**src/rtl/dvam_pkg.sv**
```systemverilog
`timescale 1ns / 1ps
`default_nettype none

package dvam_pkg;

    localparam int MAX_DIM    = 1024;
    localparam int COORD_W    = 16;
    localparam int DIM_W      = 11;
    localparam int OFS_W      = 10;
    localparam int SHAPE_W    = 3;
    localparam int RAD_W      = 10;
    localparam int CFG_IDX_W  = 3;
    localparam int CFG_DATA_W = 11;
    localparam int DELTA_W    = DIM_W + 2;
    localparam int SQ_W       = 2 * DELTA_W - 1;
    localparam int SUM_W      = SQ_W + 1;
    localparam int RSQ_W      = 2 * RAD_W;

    localparam int DIM_MAX_CODE = (1 << DIM_W) - 1;
    localparam logic [DIM_W-1:0] DIM_SAT =
        DIM_W'((MAX_DIM > DIM_MAX_CODE) ? DIM_MAX_CODE : MAX_DIM);

    typedef enum logic [SHAPE_W-1:0] {
        SHAPE_RECT    = 3'd0,
        SHAPE_CIRCLE  = 3'd1,
        SHAPE_ROUNDED = 3'd2,
        SHAPE_OCTAGON = 3'd3,
        SHAPE_CUSTOM  = 3'd4
    } t_shape;

    typedef enum logic [CFG_IDX_W-1:0] {
        CFG_PANEL_WIDTH  = 3'd0,
        CFG_PANEL_HEIGHT = 3'd1,
        CFG_SAFE_LEFT    = 3'd2,
        CFG_SAFE_TOP     = 3'd3,
        CFG_SAFE_SPAN_X  = 3'd4,
        CFG_SAFE_SPAN_Y  = 3'd5,
        CFG_PANEL_SHAPE  = 3'd6,
        CFG_CORNER_RAD   = 3'd7
    } t_cfg_idx;

    typedef struct packed {
        logic [DIM_W-1:0]   width;
        logic [DIM_W-1:0]   height;
        logic [OFS_W-1:0]   safe_left;
        logic [OFS_W-1:0]   safe_top;
        logic [DIM_W-1:0]   span_x;
        logic [DIM_W-1:0]   span_y;
        logic [SHAPE_W-1:0] shape;
        logic [RAD_W-1:0]   rad;
    } t_cfg;

    typedef struct packed {
        logic s1;
        logic s2;
        logic s3;
        logic s4;
    } t_adv;

    typedef struct packed {
        logic                      v;
        logic                      in_area;
        logic                      bypass;
        logic signed [DELTA_W-1:0] dx;
        logic signed [DELTA_W-1:0] dy;
        logic [RAD_W-1:0]          r;
    } t_geom;

endpackage

`default_nettype wire

```
**src/rtl/dvam_cfg_regs.sv**
```systemverilog
`timescale 1ns / 1ps
`default_nettype none

module dvam_cfg_regs (
    input  wire logic                           i_clk,
    input  wire logic                           i_rst_n,
    input  wire logic                           i_cfg_valid,
    input  wire logic [dvam_pkg::CFG_IDX_W-1:0] i_cfg_index,
    input  wire logic [dvam_pkg::CFG_DATA_W-1:0] i_cfg_data,
    output dvam_pkg::t_cfg                      o_cfg
);
    import dvam_pkg::*;

    logic [DIM_W-1:0]   r_width;
    logic [DIM_W-1:0]   r_height;
    logic [OFS_W-1:0]   r_safe_left;
    logic [OFS_W-1:0]   r_safe_top;
    logic [DIM_W-1:0]   r_span_x;
    logic [DIM_W-1:0]   r_span_y;
    logic [SHAPE_W-1:0] r_shape;
    logic [RAD_W-1:0]   r_rad;

    always_ff @(posedge i_clk) begin
        if (!i_rst_n) begin
            r_width     <= DIM_W'(1024);
            r_height    <= DIM_W'(1024);
            r_safe_left <= '0;
            r_safe_top  <= '0;
            r_span_x    <= DIM_W'(1024);
            r_span_y    <= DIM_W'(1024);
            r_shape     <= SHAPE_RECT;
            r_rad       <= '0;
        end else if (i_cfg_valid) begin
            case (t_cfg_idx'(i_cfg_index))
                CFG_PANEL_WIDTH:  r_width     <= i_cfg_data[DIM_W-1:0];
                CFG_PANEL_HEIGHT: r_height    <= i_cfg_data[DIM_W-1:0];
                CFG_SAFE_LEFT:    r_safe_left <= i_cfg_data[OFS_W-1:0];
                CFG_SAFE_TOP:     r_safe_top  <= i_cfg_data[OFS_W-1:0];
                CFG_SAFE_SPAN_X:  r_span_x    <= i_cfg_data[DIM_W-1:0];
                CFG_SAFE_SPAN_Y:  r_span_y    <= i_cfg_data[DIM_W-1:0];
                CFG_PANEL_SHAPE:  r_shape     <= i_cfg_data[SHAPE_W-1:0];
                CFG_CORNER_RAD:   r_rad       <= i_cfg_data[RAD_W-1:0];
                default: ;
            endcase
        end
    end

    // saturate panel size to the largest supported dimension
    always_comb begin
        o_cfg.width     = (r_width > DIM_SAT) ? DIM_SAT : r_width;
        o_cfg.height    = (r_height > DIM_SAT) ? DIM_SAT : r_height;
        o_cfg.safe_left = r_safe_left;
        o_cfg.safe_top  = r_safe_top;
        o_cfg.span_x    = r_span_x;
        o_cfg.span_y    = r_span_y;
        o_cfg.shape     = r_shape;
        o_cfg.rad       = r_rad;
    end

endmodule

`default_nettype wire

```
**src/rtl/dvam_geom.sv**
```systemverilog
`timescale 1ns / 1ps
`default_nettype none

module dvam_geom (
    input  wire logic                                i_clk,
    input  wire logic                                i_rst_n,
    input  wire logic                                i_en,
    input  wire logic                                i_valid,
    input  wire logic signed [dvam_pkg::COORD_W-1:0] i_x,
    input  wire logic signed [dvam_pkg::COORD_W-1:0] i_y,
    input  wire dvam_pkg::t_cfg                      i_cfg,
    output dvam_pkg::t_geom                          o_geom
);
    import dvam_pkg::*;

    localparam int LIM_W = DIM_W + 1;

    logic [COORD_W-1:0]        ux;
    logic [COORD_W-1:0]        uy;
    logic [LIM_W-1:0]          lim_x;
    logic [LIM_W-1:0]          lim_y;
    logic                      in_x;
    logic                      in_y;
    logic signed [DELTA_W-1:0] xs;
    logic signed [DELTA_W-1:0] ys;
    logic signed [DELTA_W-1:0] rs;
    logic signed [DELTA_W-1:0] wm;
    logic signed [DELTA_W-1:0] hm;
    logic signed [DELTA_W-1:0] cx;
    logic signed [DELTA_W-1:0] cy;
    logic                      side_x;
    logic                      side_y;
    logic [DIM_W-1:0]          min_dim;
    t_geom                     n_geom;
    t_geom                     r_geom;

    always_comb begin
        ux    = $unsigned(i_x);
        uy    = $unsigned(i_y);
        lim_x = LIM_W'(i_cfg.safe_left) + LIM_W'(i_cfg.span_x);
        lim_y = LIM_W'(i_cfg.safe_top) + LIM_W'(i_cfg.span_y);
        in_x  = !i_x[COORD_W-1]
                && (ux < COORD_W'(i_cfg.width))
                && (ux >= COORD_W'(i_cfg.safe_left))
                && (ux < COORD_W'(lim_x));
        in_y  = !i_y[COORD_W-1]
                && (uy < COORD_W'(i_cfg.height))
                && (uy >= COORD_W'(i_cfg.safe_top))
                && (uy < COORD_W'(lim_y));

        // only meaningful once the pixel is inside the panel
        xs = $signed({2'b00, ux[DIM_W-1:0]});
        ys = $signed({2'b00, uy[DIM_W-1:0]});
        rs = $signed(DELTA_W'(i_cfg.rad));
        wm = $signed({2'b00, i_cfg.width}) - rs;
        hm = $signed({2'b00, i_cfg.height}) - rs;

        side_x = 1'b1;
        if (xs < rs) begin
            cx = rs;
        end else if (xs >= wm) begin
            cx = wm - DELTA_W'(1);
        end else begin
            cx     = xs;
            side_x = 1'b0;
        end
        side_y = 1'b1;
        if (ys < rs) begin
            cy = rs;
        end else if (ys >= hm) begin
            cy = hm - DELTA_W'(1);
        end else begin
            cy     = ys;
            side_y = 1'b0;
        end

        min_dim = (i_cfg.width < i_cfg.height) ? i_cfg.width : i_cfg.height;

        n_geom.v       = i_valid;
        n_geom.in_area = in_x && in_y;
        case (t_shape'(i_cfg.shape))
            SHAPE_CIRCLE: begin
                n_geom.bypass = 1'b0;
                n_geom.dx     = xs - $signed({3'b000, i_cfg.width[DIM_W-1:1]});
                n_geom.dy     = ys - $signed({3'b000, i_cfg.height[DIM_W-1:1]});
                n_geom.r      = min_dim[DIM_W-1:1];
            end
            SHAPE_ROUNDED: begin
                n_geom.bypass = (i_cfg.rad == '0) || (!side_x && !side_y);
                n_geom.dx     = xs - cx;
                n_geom.dy     = ys - cy;
                n_geom.r      = i_cfg.rad;
            end
            default: begin
                n_geom.bypass = 1'b1;
                n_geom.dx     = xs;
                n_geom.dy     = ys;
                n_geom.r      = i_cfg.rad;
            end
        endcase
    end

    always_ff @(posedge i_clk) begin
        if (!i_rst_n) begin
            r_geom.v <= 1'b0;
        end else if (i_en) begin
            r_geom.v <= n_geom.v;
        end
    end

    always_ff @(posedge i_clk) begin
        if (i_en) begin
            r_geom.in_area <= n_geom.in_area;
            r_geom.bypass  <= n_geom.bypass;
            r_geom.dx      <= n_geom.dx;
            r_geom.dy      <= n_geom.dy;
            r_geom.r       <= n_geom.r;
        end
    end

    assign o_geom = r_geom;

endmodule

`default_nettype wire

```
**src/rtl/dvam_dist.sv**
```systemverilog
`timescale 1ns / 1ps
`default_nettype none

module dvam_dist (
    input  wire logic            i_clk,
    input  wire logic            i_rst_n,
    input  wire dvam_pkg::t_adv  i_adv,
    input  wire dvam_pkg::t_geom i_geom,
    output logic                 o_sq_valid,
    output logic                 o_valid,
    output logic                 o_visible
);
    import dvam_pkg::*;

    logic signed [2*DELTA_W-1:0] n_dx_sq;
    logic signed [2*DELTA_W-1:0] n_dy_sq;
    logic [RSQ_W-1:0]            n_r_sq;
    logic                        r_sq_v;
    logic                        r_sq_in_area;
    logic                        r_sq_bypass;
    logic [SQ_W-1:0]             r_dx_sq;
    logic [SQ_W-1:0]             r_dy_sq;
    logic [RSQ_W-1:0]            r_r_sq;
    logic [SUM_W-1:0]            n_sum;
    logic                        n_visible;
    logic                        r_out_v;
    logic                        r_visible;

    always_comb begin
        n_dx_sq = i_geom.dx * i_geom.dx;
        n_dy_sq = i_geom.dy * i_geom.dy;
        n_r_sq  = RSQ_W'(i_geom.r) * RSQ_W'(i_geom.r);
    end

    always_ff @(posedge i_clk) begin
        if (!i_rst_n) begin
            r_sq_v <= 1'b0;
        end else if (i_adv.s3) begin
            r_sq_v <= i_geom.v;
        end
    end

    always_ff @(posedge i_clk) begin
        if (i_adv.s3) begin
            r_sq_in_area <= i_geom.in_area;
            r_sq_bypass  <= i_geom.bypass;
            r_dx_sq      <= n_dx_sq[SQ_W-1:0];
            r_dy_sq      <= n_dy_sq[SQ_W-1:0];
            r_r_sq       <= n_r_sq;
        end
    end

    always_comb begin
        n_sum     = SUM_W'(r_dx_sq) + SUM_W'(r_dy_sq);
        n_visible = r_sq_in_area && (r_sq_bypass || (n_sum <= SUM_W'(r_r_sq)));
    end

    always_ff @(posedge i_clk) begin
        if (!i_rst_n) begin
            r_out_v <= 1'b0;
        end else if (i_adv.s4) begin
            r_out_v <= r_sq_v;
        end
    end

    always_ff @(posedge i_clk) begin
        if (i_adv.s4) begin
            r_visible <= n_visible;
        end
    end

    assign o_sq_valid = r_sq_v;
    assign o_valid    = r_out_v;
    assign o_visible  = r_visible;

endmodule

`default_nettype wire

```
**src/rtl/display_visible_area_mask.sv**
```systemverilog
`timescale 1ns / 1ps
`default_nettype none

// Channel   | Direction | Handshake                 | Payload
// ----------+-----------+---------------------------+---------------------------
// pixel in  | input     | i_valid / o_stall         | i_pix_x, i_pix_y (s16)
// result    | output    | o_valid / i_stall         | o_visible
// config    | input     | i_cfg_valid / o_cfg_ready | i_cfg_index, i_cfg_data
//
// One item per cycle sustained while i_stall is low; o_valid is the compare stage's register.
// Four register stages: input register, bounds and center stage, squaring stage, compare.
// Each stage advances when empty or when the stage after it advances, so
// bubbles close up under a stall and nothing is dropped or repeated.
// Synchronous active-low reset empties the pipeline and loads register defaults.
// Config writes are always ready.

module display_visible_area_mask (
    input  wire logic                                i_clk,
    input  wire logic                                i_rst_n,
    input  wire logic                                i_valid,
    output logic                                     o_stall,
    input  wire logic signed [dvam_pkg::COORD_W-1:0] i_pix_x,
    input  wire logic signed [dvam_pkg::COORD_W-1:0] i_pix_y,
    output logic                                     o_valid,
    input  wire logic                                i_stall,
    output logic                                     o_visible,
    input  wire logic                                i_cfg_valid,
    output logic                                     o_cfg_ready,
    input  wire logic [dvam_pkg::CFG_IDX_W-1:0]      i_cfg_index,
    input  wire logic [dvam_pkg::CFG_DATA_W-1:0]     i_cfg_data
);
    import dvam_pkg::*;

    t_cfg                      cfg;
    t_adv                      adv;
    t_geom                     geom;
    logic                      sq_valid;
    logic                      r_in_v;
    logic signed [COORD_W-1:0] r_x;
    logic signed [COORD_W-1:0] r_y;

    dvam_cfg_regs u_cfg (
        .i_clk       (i_clk),
        .i_rst_n     (i_rst_n),
        .i_cfg_valid (i_cfg_valid),
        .i_cfg_index (i_cfg_index),
        .i_cfg_data  (i_cfg_data),
        .o_cfg       (cfg)
    );

    always_comb begin
        adv.s4 = !i_stall || !o_valid;
        adv.s3 = adv.s4 || !sq_valid;
        adv.s2 = adv.s3 || !geom.v;
        adv.s1 = adv.s2 || !r_in_v;
    end

    assign o_stall     = !adv.s1;
    assign o_cfg_ready = 1'b1;

    always_ff @(posedge i_clk) begin
        if (!i_rst_n) begin
            r_in_v <= 1'b0;
        end else if (adv.s1) begin
            r_in_v <= i_valid;
        end
    end

    always_ff @(posedge i_clk) begin
        if (adv.s1) begin
            r_x <= i_pix_x;
            r_y <= i_pix_y;
        end
    end

    dvam_geom u_geom (
        .i_clk   (i_clk),
        .i_rst_n (i_rst_n),
        .i_en    (adv.s2),
        .i_valid (r_in_v),
        .i_x     (r_x),
        .i_y     (r_y),
        .i_cfg   (cfg),
        .o_geom  (geom)
    );

    dvam_dist u_dist (
        .i_clk      (i_clk),
        .i_rst_n    (i_rst_n),
        .i_adv      (adv),
        .i_geom     (geom),
        .o_sq_valid (sq_valid),
        .o_valid    (o_valid),
        .o_visible  (o_visible)
    );

endmodule

`default_nettype wire
```
**config.mk**
```make
export PLATFORM = sky130hd
export DESIGN_NAME = display_visible_area_mask
export DESIGN_NICKNAME = d
export VERILOG_FILES = /design/src/rtl/dvam_pkg.sv /design/src/rtl/dvam_cfg_regs.sv /design/src/rtl/dvam_geom.sv /design/src/rtl/dvam_dist.sv /design/src/rtl/display_visible_area_mask.sv
export SDC_FILE = /design/constraint.sdc
export NUM_CORES = 2
export LEC_CHECK = 0
export ABC_AREA = 1
export ABC_CLOCK_PERIOD_IN_PS = 7800
export BUFFER_PORTS_ARGS = -buffer_cell sky130_fd_sc_hd__buf_2
export CAP_MARGIN = 20
export CELL_PAD_IN_SITES_DETAIL_PLACEMENT = 1
export CELL_PAD_IN_SITES_GLOBAL_PLACEMENT = 1
export CORE_AREA = 2 2 283 285
export CTS_CLUSTER_DIAMETER = 80
export DETAILED_ROUTE_END_ITERATION = 10
export DIE_AREA = 0 0 285 287
export HOLD_SLACK_MARGIN = 0.02
export MAX_ROUTING_LAYER = met4
export PLACE_DENSITY_LB_ADDON = 0.2
export SLEW_MARGIN = 20
export SYNTH_ARGS = -nofsm -noshare
export SYNTH_HDL_FRONTEND = slang
export SYNTH_HIERARCHICAL = 1
export SYNTH_SLANG_ARGS = --single-unit
export TNS_END_PERCENT = 20
```
**constraint.sdc**
```tcl
create_clock -name i_clk -period 7.8 [get_ports i_clk]
set_input_delay 1.17 -clock i_clk [delete_from_list [all_inputs] [get_ports i_clk]]
set_output_delay 1.17 -clock i_clk [all_outputs]
set_load 0.01 [all_outputs]
```
# Yosys cells after proc, flatten, opt, wreduce, memory -nomap -nowiden
# Cells that the tools add are included.
totals:
  regBits: 224
  elab_cells: 109
op_classes:
  add_sub_neg: 11
  n_mul: 3
  n_lt_le_gt_ge: 14
  eq_ne: 9
  n_mux: 12
  n_reduce_logical: 35
op_table:
  columns: ["op", "n"]
  rows:
  - ["$pmux 37 s2", 1]
  - ["$mux 13", 4]
  - ["$mul 13x13->25", 2]
  - ["$sub 11x10->12", 4]
  - ["$mux 11", 3]
  - ["$ge 16x10->1", 2]
  - ["$lt 16x11->1", 2]
  - ["$lt 16x12->1", 2]
  - ["$add 25x25->26", 1]
  - ["$ge 12x13->1", 2]
  - ["$le 26x20->1", 1]
  - ["$sub 12x13->13", 2]
  - ["$sub 13x2->13 const B", 2]
  - ["$add 10x11->12", 2]
  - ["$gt 11x11->1 const B", 2]
  - ["$lt 11x10->1", 2]
  - ["$mul 10x10->20", 1]
  - ["$reduce_and 2->1", 8]
  - ["$eq 3x3->1 const B", 4]
  - ["$lt 11x11->1", 1]
  - ["$logic_not 1->1", 10]
  - ["$logic_not 10->1", 1]
  - ["$eq 3x2->1 const B", 3]
  - ["$logic_and 1x1->1", 9]
  - ["4 further kinds", 13]

# Logic depth before layout (Yosys ltp)
depth:
  word_depth: 10
  ltp_mapped: 47

# Cells and area by module
# The synthesis kept the hierarchy.
by_module_without_submodules:
  columns: ["mod", "instances", "cells_each", "area_per_inst_um2", "seq_area_each_um2"]
  rows:
  - ["dvam_dist", 1, 2069, 17947.2, 2142.1]
  - ["dvam_geom", 1, 1384, 9236.4, 1161.1]
  - ["dvam_cfg_regs", 1, 413, 2990.4, 1541.5]
  - ["display_visible_area_mask", 1, 45, 1046.0, 980.9]

# Least setup slack after synthesis
# OpenSTA, ideal clock, no wires.
synth_path:
  path_type: "register to register"
  start: "register u_geom.r_geom (netlist bit u_geom/o_geom[22])"
  end: "register u_dist.r_dy_sq[23] (data pin)"
  arrival_time_ps: 5527
  path_slack_ps: 2015
  path_stages_with_launch: 21
  path_buffers: 2
  synth_period_minus_slack_ps: 5785
  path_cell_list: "edfxtp_1 > clkbuf_1 > clkbuf_1 > nand2_1 > fa_1 > inv_1 > fa_1 > inv_1 > fa_1 > inv_1 > fa_1 > inv_1 > fa_1 > inv_1 > ha_1 > ha_1 > nand2_1 > nor4_1 > nand4_1 > nand3_1 > xor2_1"
synth_between:
  elab_chain_len: 1
synth_rtl:
  columns: ["item", "line_no", "text"]
  rows:
  - ["start, declared", "dvam_geom.sv:35", "t_geom r_geom;"]
  - ["$mul 13x13->25", "dvam_dist.sv:31", "n_dy_sq = i_geom.dy * i_geom.dy;"]
  - ["named net u_dist.n_dy_sq[23]", "dvam_dist.sv:16", "logic signed [2*DELTA_W-1:0] n_dy_sq;"]
  - ["end signal, assigned", "dvam_dist.sv:48", "r_dy_sq <= n_dy_sq[SQ_W-1:0];"]
  - ["end, declared", "dvam_dist.sv:22", "logic [SQ_W-1:0] r_dy_sq;"]
# The timed path passes the listed nets, and every way through them passes these cells.
# A chain may end at the register's enable or synchronous reset.

# Worst setup path after layout
layout_path:
  start: "register u_geom.r_geom (netlist bit u_geom/o_geom[35])"
  end: "register u_dist.r_dx_sq[21] (data pin)"
layout_between:
  elab_chain_len: 1
layout_rtl:
  columns: ["item", "line_no", "text"]
  rows:
  - ["$mul 13x13->25", "dvam_dist.sv:30", "n_dx_sq = i_geom.dx * i_geom.dx;"]
  - ["named net u_dist.n_dx_sq[21]", "dvam_dist.sv:15", "logic signed [2*DELTA_W-1:0] n_dx_sq;"]
  - ["end signal, assigned", "dvam_dist.sv:47", "r_dx_sq <= n_dx_sq[SQ_W-1:0];"]
  - ["end, declared", "dvam_dist.sv:21", "logic [SQ_W-1:0] r_dx_sq;"]
# The timed path passes the listed nets, and every way through them passes these cells.

==> flow_metrics.env <==
export IMPL_ys_ff_latch=221
export IMPL_rr_startpoint="u_geom/o_geom[35]"
export IMPL_ctsResizeCount=0
export IMPL_drtIter0Drc=848
export IMPL_outcome="complete, no violations"
export IMPL_yosys_area_top_type_share_pct=21.2
export IMPL_drtPass1Iterations=5
export IMPL_finalSetupTns_ps=0
export IMPL_dpl_cell_area_sq_um=32500
export IMPL_coreArea_sq_um=78600
export IMPL_dp_cells=4953
export IMPL_dieArea_sq_um=81800
export IMPL_comb_power_share_pct=74.1
export IMPL_yosysSeqAreaShare_pct=18.7
export IMPL_syn_area_per_cell_sq_um=7.98
export IMPL_dpl_hpwl_um=72300
export IMPL_clkPwrFrac_pct=10.3
export IMPL_end_kind="flip-flop"
export IMPL_cellPowerDensity_nw_per_um2=382
export IMPL_cp_num_cells=21
export IMPL_yosys_top_cells_area="fa_1, ha_1, edfxtp_1"
export IMPL_clk_latency_ps=580
export IMPL_design_area_sq_um=33500
export IMPL_worst_path_buf_inv=4
export IMPL_fin_crit_sh_pct=81.1
export IMPL_endpoint="u_dist/r_dx_sq[21]"
export IMPL_vdd_drop_max_uv=356
export IMPL_synthToLayoutAreaGrowth_pct=7.22
export IMPL_skew_ps=18.1
export IMPL_cts_tree="yes"
export IMPL_path_cells="clkinv_1, nor2_1, xnor2_1, ha_1, inv_1, fa_1, inv_1, fa_1, fa_1, fa_1, fa_1, ha_1, a21oi_1, nand2_1, a21oi_2, o21ai_2, nand2_1, inv_1, nor2_1, o21ai_1, xor2_1"
export IMPL_critPathLaunchType="flip-flop"
export IMPL_drv_cap=0
export IMPL_antenna_found_initial=1
export IMPL_numCtsBuffers=29
export IMPL_syn_inst=3911
export IMPL_initial_utilization_pct=39.7
export IMPL_rows=103
export IMPL_synth_nets=4715
export IMPL_grt_pass1_wl_um=144000
export IMPL_required_ps=8120
export IMPL_synth_area_sq_um=31200
export IMPL_fp_dieW_um=285
export IMPL_pwr_share_seq_pct=15.6
export IMPL_crit_type="flip-flop to flip-flop"
export IMPL_drc=0
export IMPL_io_pins=55
export IMPL_synthFlopType="edfxtp_1"
export IMPL_multi_input_area_sq_um=21900
export IMPL_h_tree_depth=1
export IMPL_slew_headroom_pct=34.7
export IMPL_grt_pass1_vias=27300
export IMPL_overflow=0
export IMPL_synth_edf_count=140
export IMPL_fmax_mhz=158
export IMPL_worst_path_max_delay_cell="edfxtp_1"
export IMPL_cts_setup_buffers=0
export IMPL_finalSetupViolCount=0
export IMPL_arrival_ps=6640
export IMPL_final_hold_violation_count=0
export IMPL_tightestPinTransition_ps=979
export IMPL_seq_area_sq_um=5830
export IMPL_cts_max_path_buffers=3
export IMPL_finalCriticalPeriod_ps=6320
export IMPL_port_buffers=53
export IMPL_reg2reg_slack_ps=1480
export IMPL_root_buffer="clkbuf_16"
export IMPL_cpPeakStageDelay_ps=780
export IMPL_cts_hold_buf=0
export IMPL_grt_util_all_layers_pct=22.6
export IMPL_min_path_type="flip-flop to flip-flop"
export IMPL_p_sw_uw=6550
export IMPL_grt_max_degree=82
export IMPL_switching_share_pct=51.3
export IMPL_chipHeight_um=287
export IMPL_wl_um=87700
export IMPL_power_internal_uw=6220
export IMPL_synth_cell_types=61
export IMPL_cts_sinks=221
export IMPL_rsz0062_at_grt="no"
export IMPL_synthMostInstantiatedCell="inv_1"
export IMPL_p_leak_uw=0.0179
export IMPL_crit_family="adder cells"
export IMPL_wl_per_cell_um=17.5
export IMPL_vias_per_cell=5.02
export IMPL_yosys_warnings=6
export IMPL_clkTransAtPathRegs_ps=60
export IMPL_path_max_fanout=17
export IMPL_final_nets=4738
export IMPL_synth_top_area_cell="fa_1"
export IMPL_synth_common_cells="inv_1, nand2_1, ha_1, nor2_1, fa_1"
export IMPL_final_cell_count_no_fill=5006
export IMPL_antennaDiodeCount=0
export IMPL_fillers=9683
export IMPL_cpMostUsedCell="fa_1"
export IMPL_rr_worst_depth=21
export IMPL_finalMaxSlewViolations=0
export IMPL_gp_congestion=0.892
export IMPL_num_vias=25100
export IMPL_postRouteAntennaNets=0
export IMPL_async_flop_share_pct=0
export IMPL_r2r_end="u_dist/r_dx_sq[21]"
export IMPL_timing_critical_path_from="u_geom/o_geom[35]"
export IMPL_drive_gt1_share_pct=5.64
-- final cells by class --
cell class                      count  area share [%]
Inverter                          843            9.45
Multi-Input combinational cell   2776            65.4
Tap cell                         1050            3.92
Clock buffer                       39            2.46
Clock inverter                     14           0.325
Sequential cell                   221            17.4
Timing Repair Buffer               63            1.02
-- logic make-up (layout without fill, tap and decap cells) --
kind of cell	count (synthesis)	after routing	share of synthesized area, %
compound gates	543	543	9.97
xor+xnor	138	138	3.90
fa+ha+maj	753	753	38.1
buf+inv	914	959	11.2
flops	221	221	18.7
mux	1	1	0.0361
other cells	2	2	0.0241
simple gates	1339	1339	18.1
-- per-stage QoR --
stage | util (%) | power (uW) | worst slack (ps) | hold WS (ps)
final | 42.6 | 12800 | 1480 | 420
after global routing | 42.6 | 14400 | 804 | 429
after CTS | 42.6 | 13000 | 1480 | 421
after detailed placement | 41.4 | 11600 | 1480 | 407
after global placement | 41.4 | 11500 | 1660 | 406
after floorplan | - | 9130 | 2010 | 400
-- worst min path at each step --
stage	depth (start not counted)	slack (ps)	endpoint	from
5_1_grt	0	430	u_dist/r_sq_bypass	u_geom/o_geom[36]
3_5_place_dp	0	410	u_dist/r_sq_bypass	u_geom/o_geom[36]
3_3_place_gp	0	410	u_dist/r_sq_bypass	u_geom/o_geom[36]
6_report	0	420	u_dist/r_sq_bypass	u_geom/o_geom[36]
2_1_floorplan	0	400	u_dist/r_sq_bypass	u_geom/o_geom[36]
4_1_cts	0	420	u_dist/r_sq_bypass	u_geom/o_geom[36]
-- placed cells by master, fill, tap and decap left out, types with 8 or more instances in the layout --
| master | instances |
|---|---|
| o211ai_1 | 13 |
| o21ai_0 | 172 |
| or2_2 | 8 |
| nand4_1 | 31 |
| o21bai_1 | 11 |
| ha_1 | 423 |
| a21o_1 | 13 |
| edfxtp_1 | 140 |
| nand3_2 | 8 |
| dfxtp_1 | 81 |
| a31oi_1 | 8 |
| o21ai_1 | 21 |
| inv_1 | 828 |
| nand3_1 | 129 |
| a21oi_1 | 223 |
| buf_4 | 10 |
| nor2_1 | 333 |
| inv_2 | 14 |
| nand2_1 | 723 |
| xnor2_1 | 50 |
| clkbuf_16 | 30 |
| nand2_4 | 11 |
| nor3_1 | 29 |
| nor2_2 | 18 |
| nand2_2 | 27 |
| xor2_1 | 87 |
| buf_2 | 53 |
| fa_1 | 330 |
| o221ai_1 | 17 |
-- state kept, by name (all words and copies together), names as in the netlist --
| register | count |
|---|---|
| u_geom/o_geom | 39 |
| u_dist/r_dx_sq | 24 |
| u_dist/r_dy_sq | 24 |
| u_dist/r_r_sq | 19 |
| r_x | 16 |
| r_y | 16 |
| u_cfg/r_height | 11 |
| u_cfg/r_span_x | 11 |
| u_cfg/r_span_y | 11 |
| u_cfg/r_width | 11 |
| u_cfg/r_rad | 10 |
| u_cfg/r_safe_left | 10 |
| u_cfg/r_safe_top | 10 |
| u_cfg/r_shape | 3 |
| r_in_v | 1 |
| u_dist/o_sq_valid | 1 |
| u_dist/o_valid | 1 |
| u_dist/o_visible | 1 |
| u_dist/r_sq_bypass | 1 |
| u_dist/r_sq_in_area | 1 |
-- power by group through the flow --
stage / registers [uW] / clock network [uW] / logic [uW]
global route: 2020 / 1390 / 11000
detailed placement: 2030 / 0 / 9570
floorplan: 1860 / 0 / 7270
finish: 1990 / 1320 / 9460
global placement: 2030 / 0 / 9420
CTS: 2010 / 1360 / 9660
-- routing by layer --
layer  track usage [%]  vias up  routed length (um)
li1                  -    12400                   -
met1              26.4    12400               37400
met2              42.9      228               47000
met3              1.37       90                1670
met4              4.14        0                1660
met5                 -        -                   0
No activity file was read; power rests on OpenSTA's default activity.
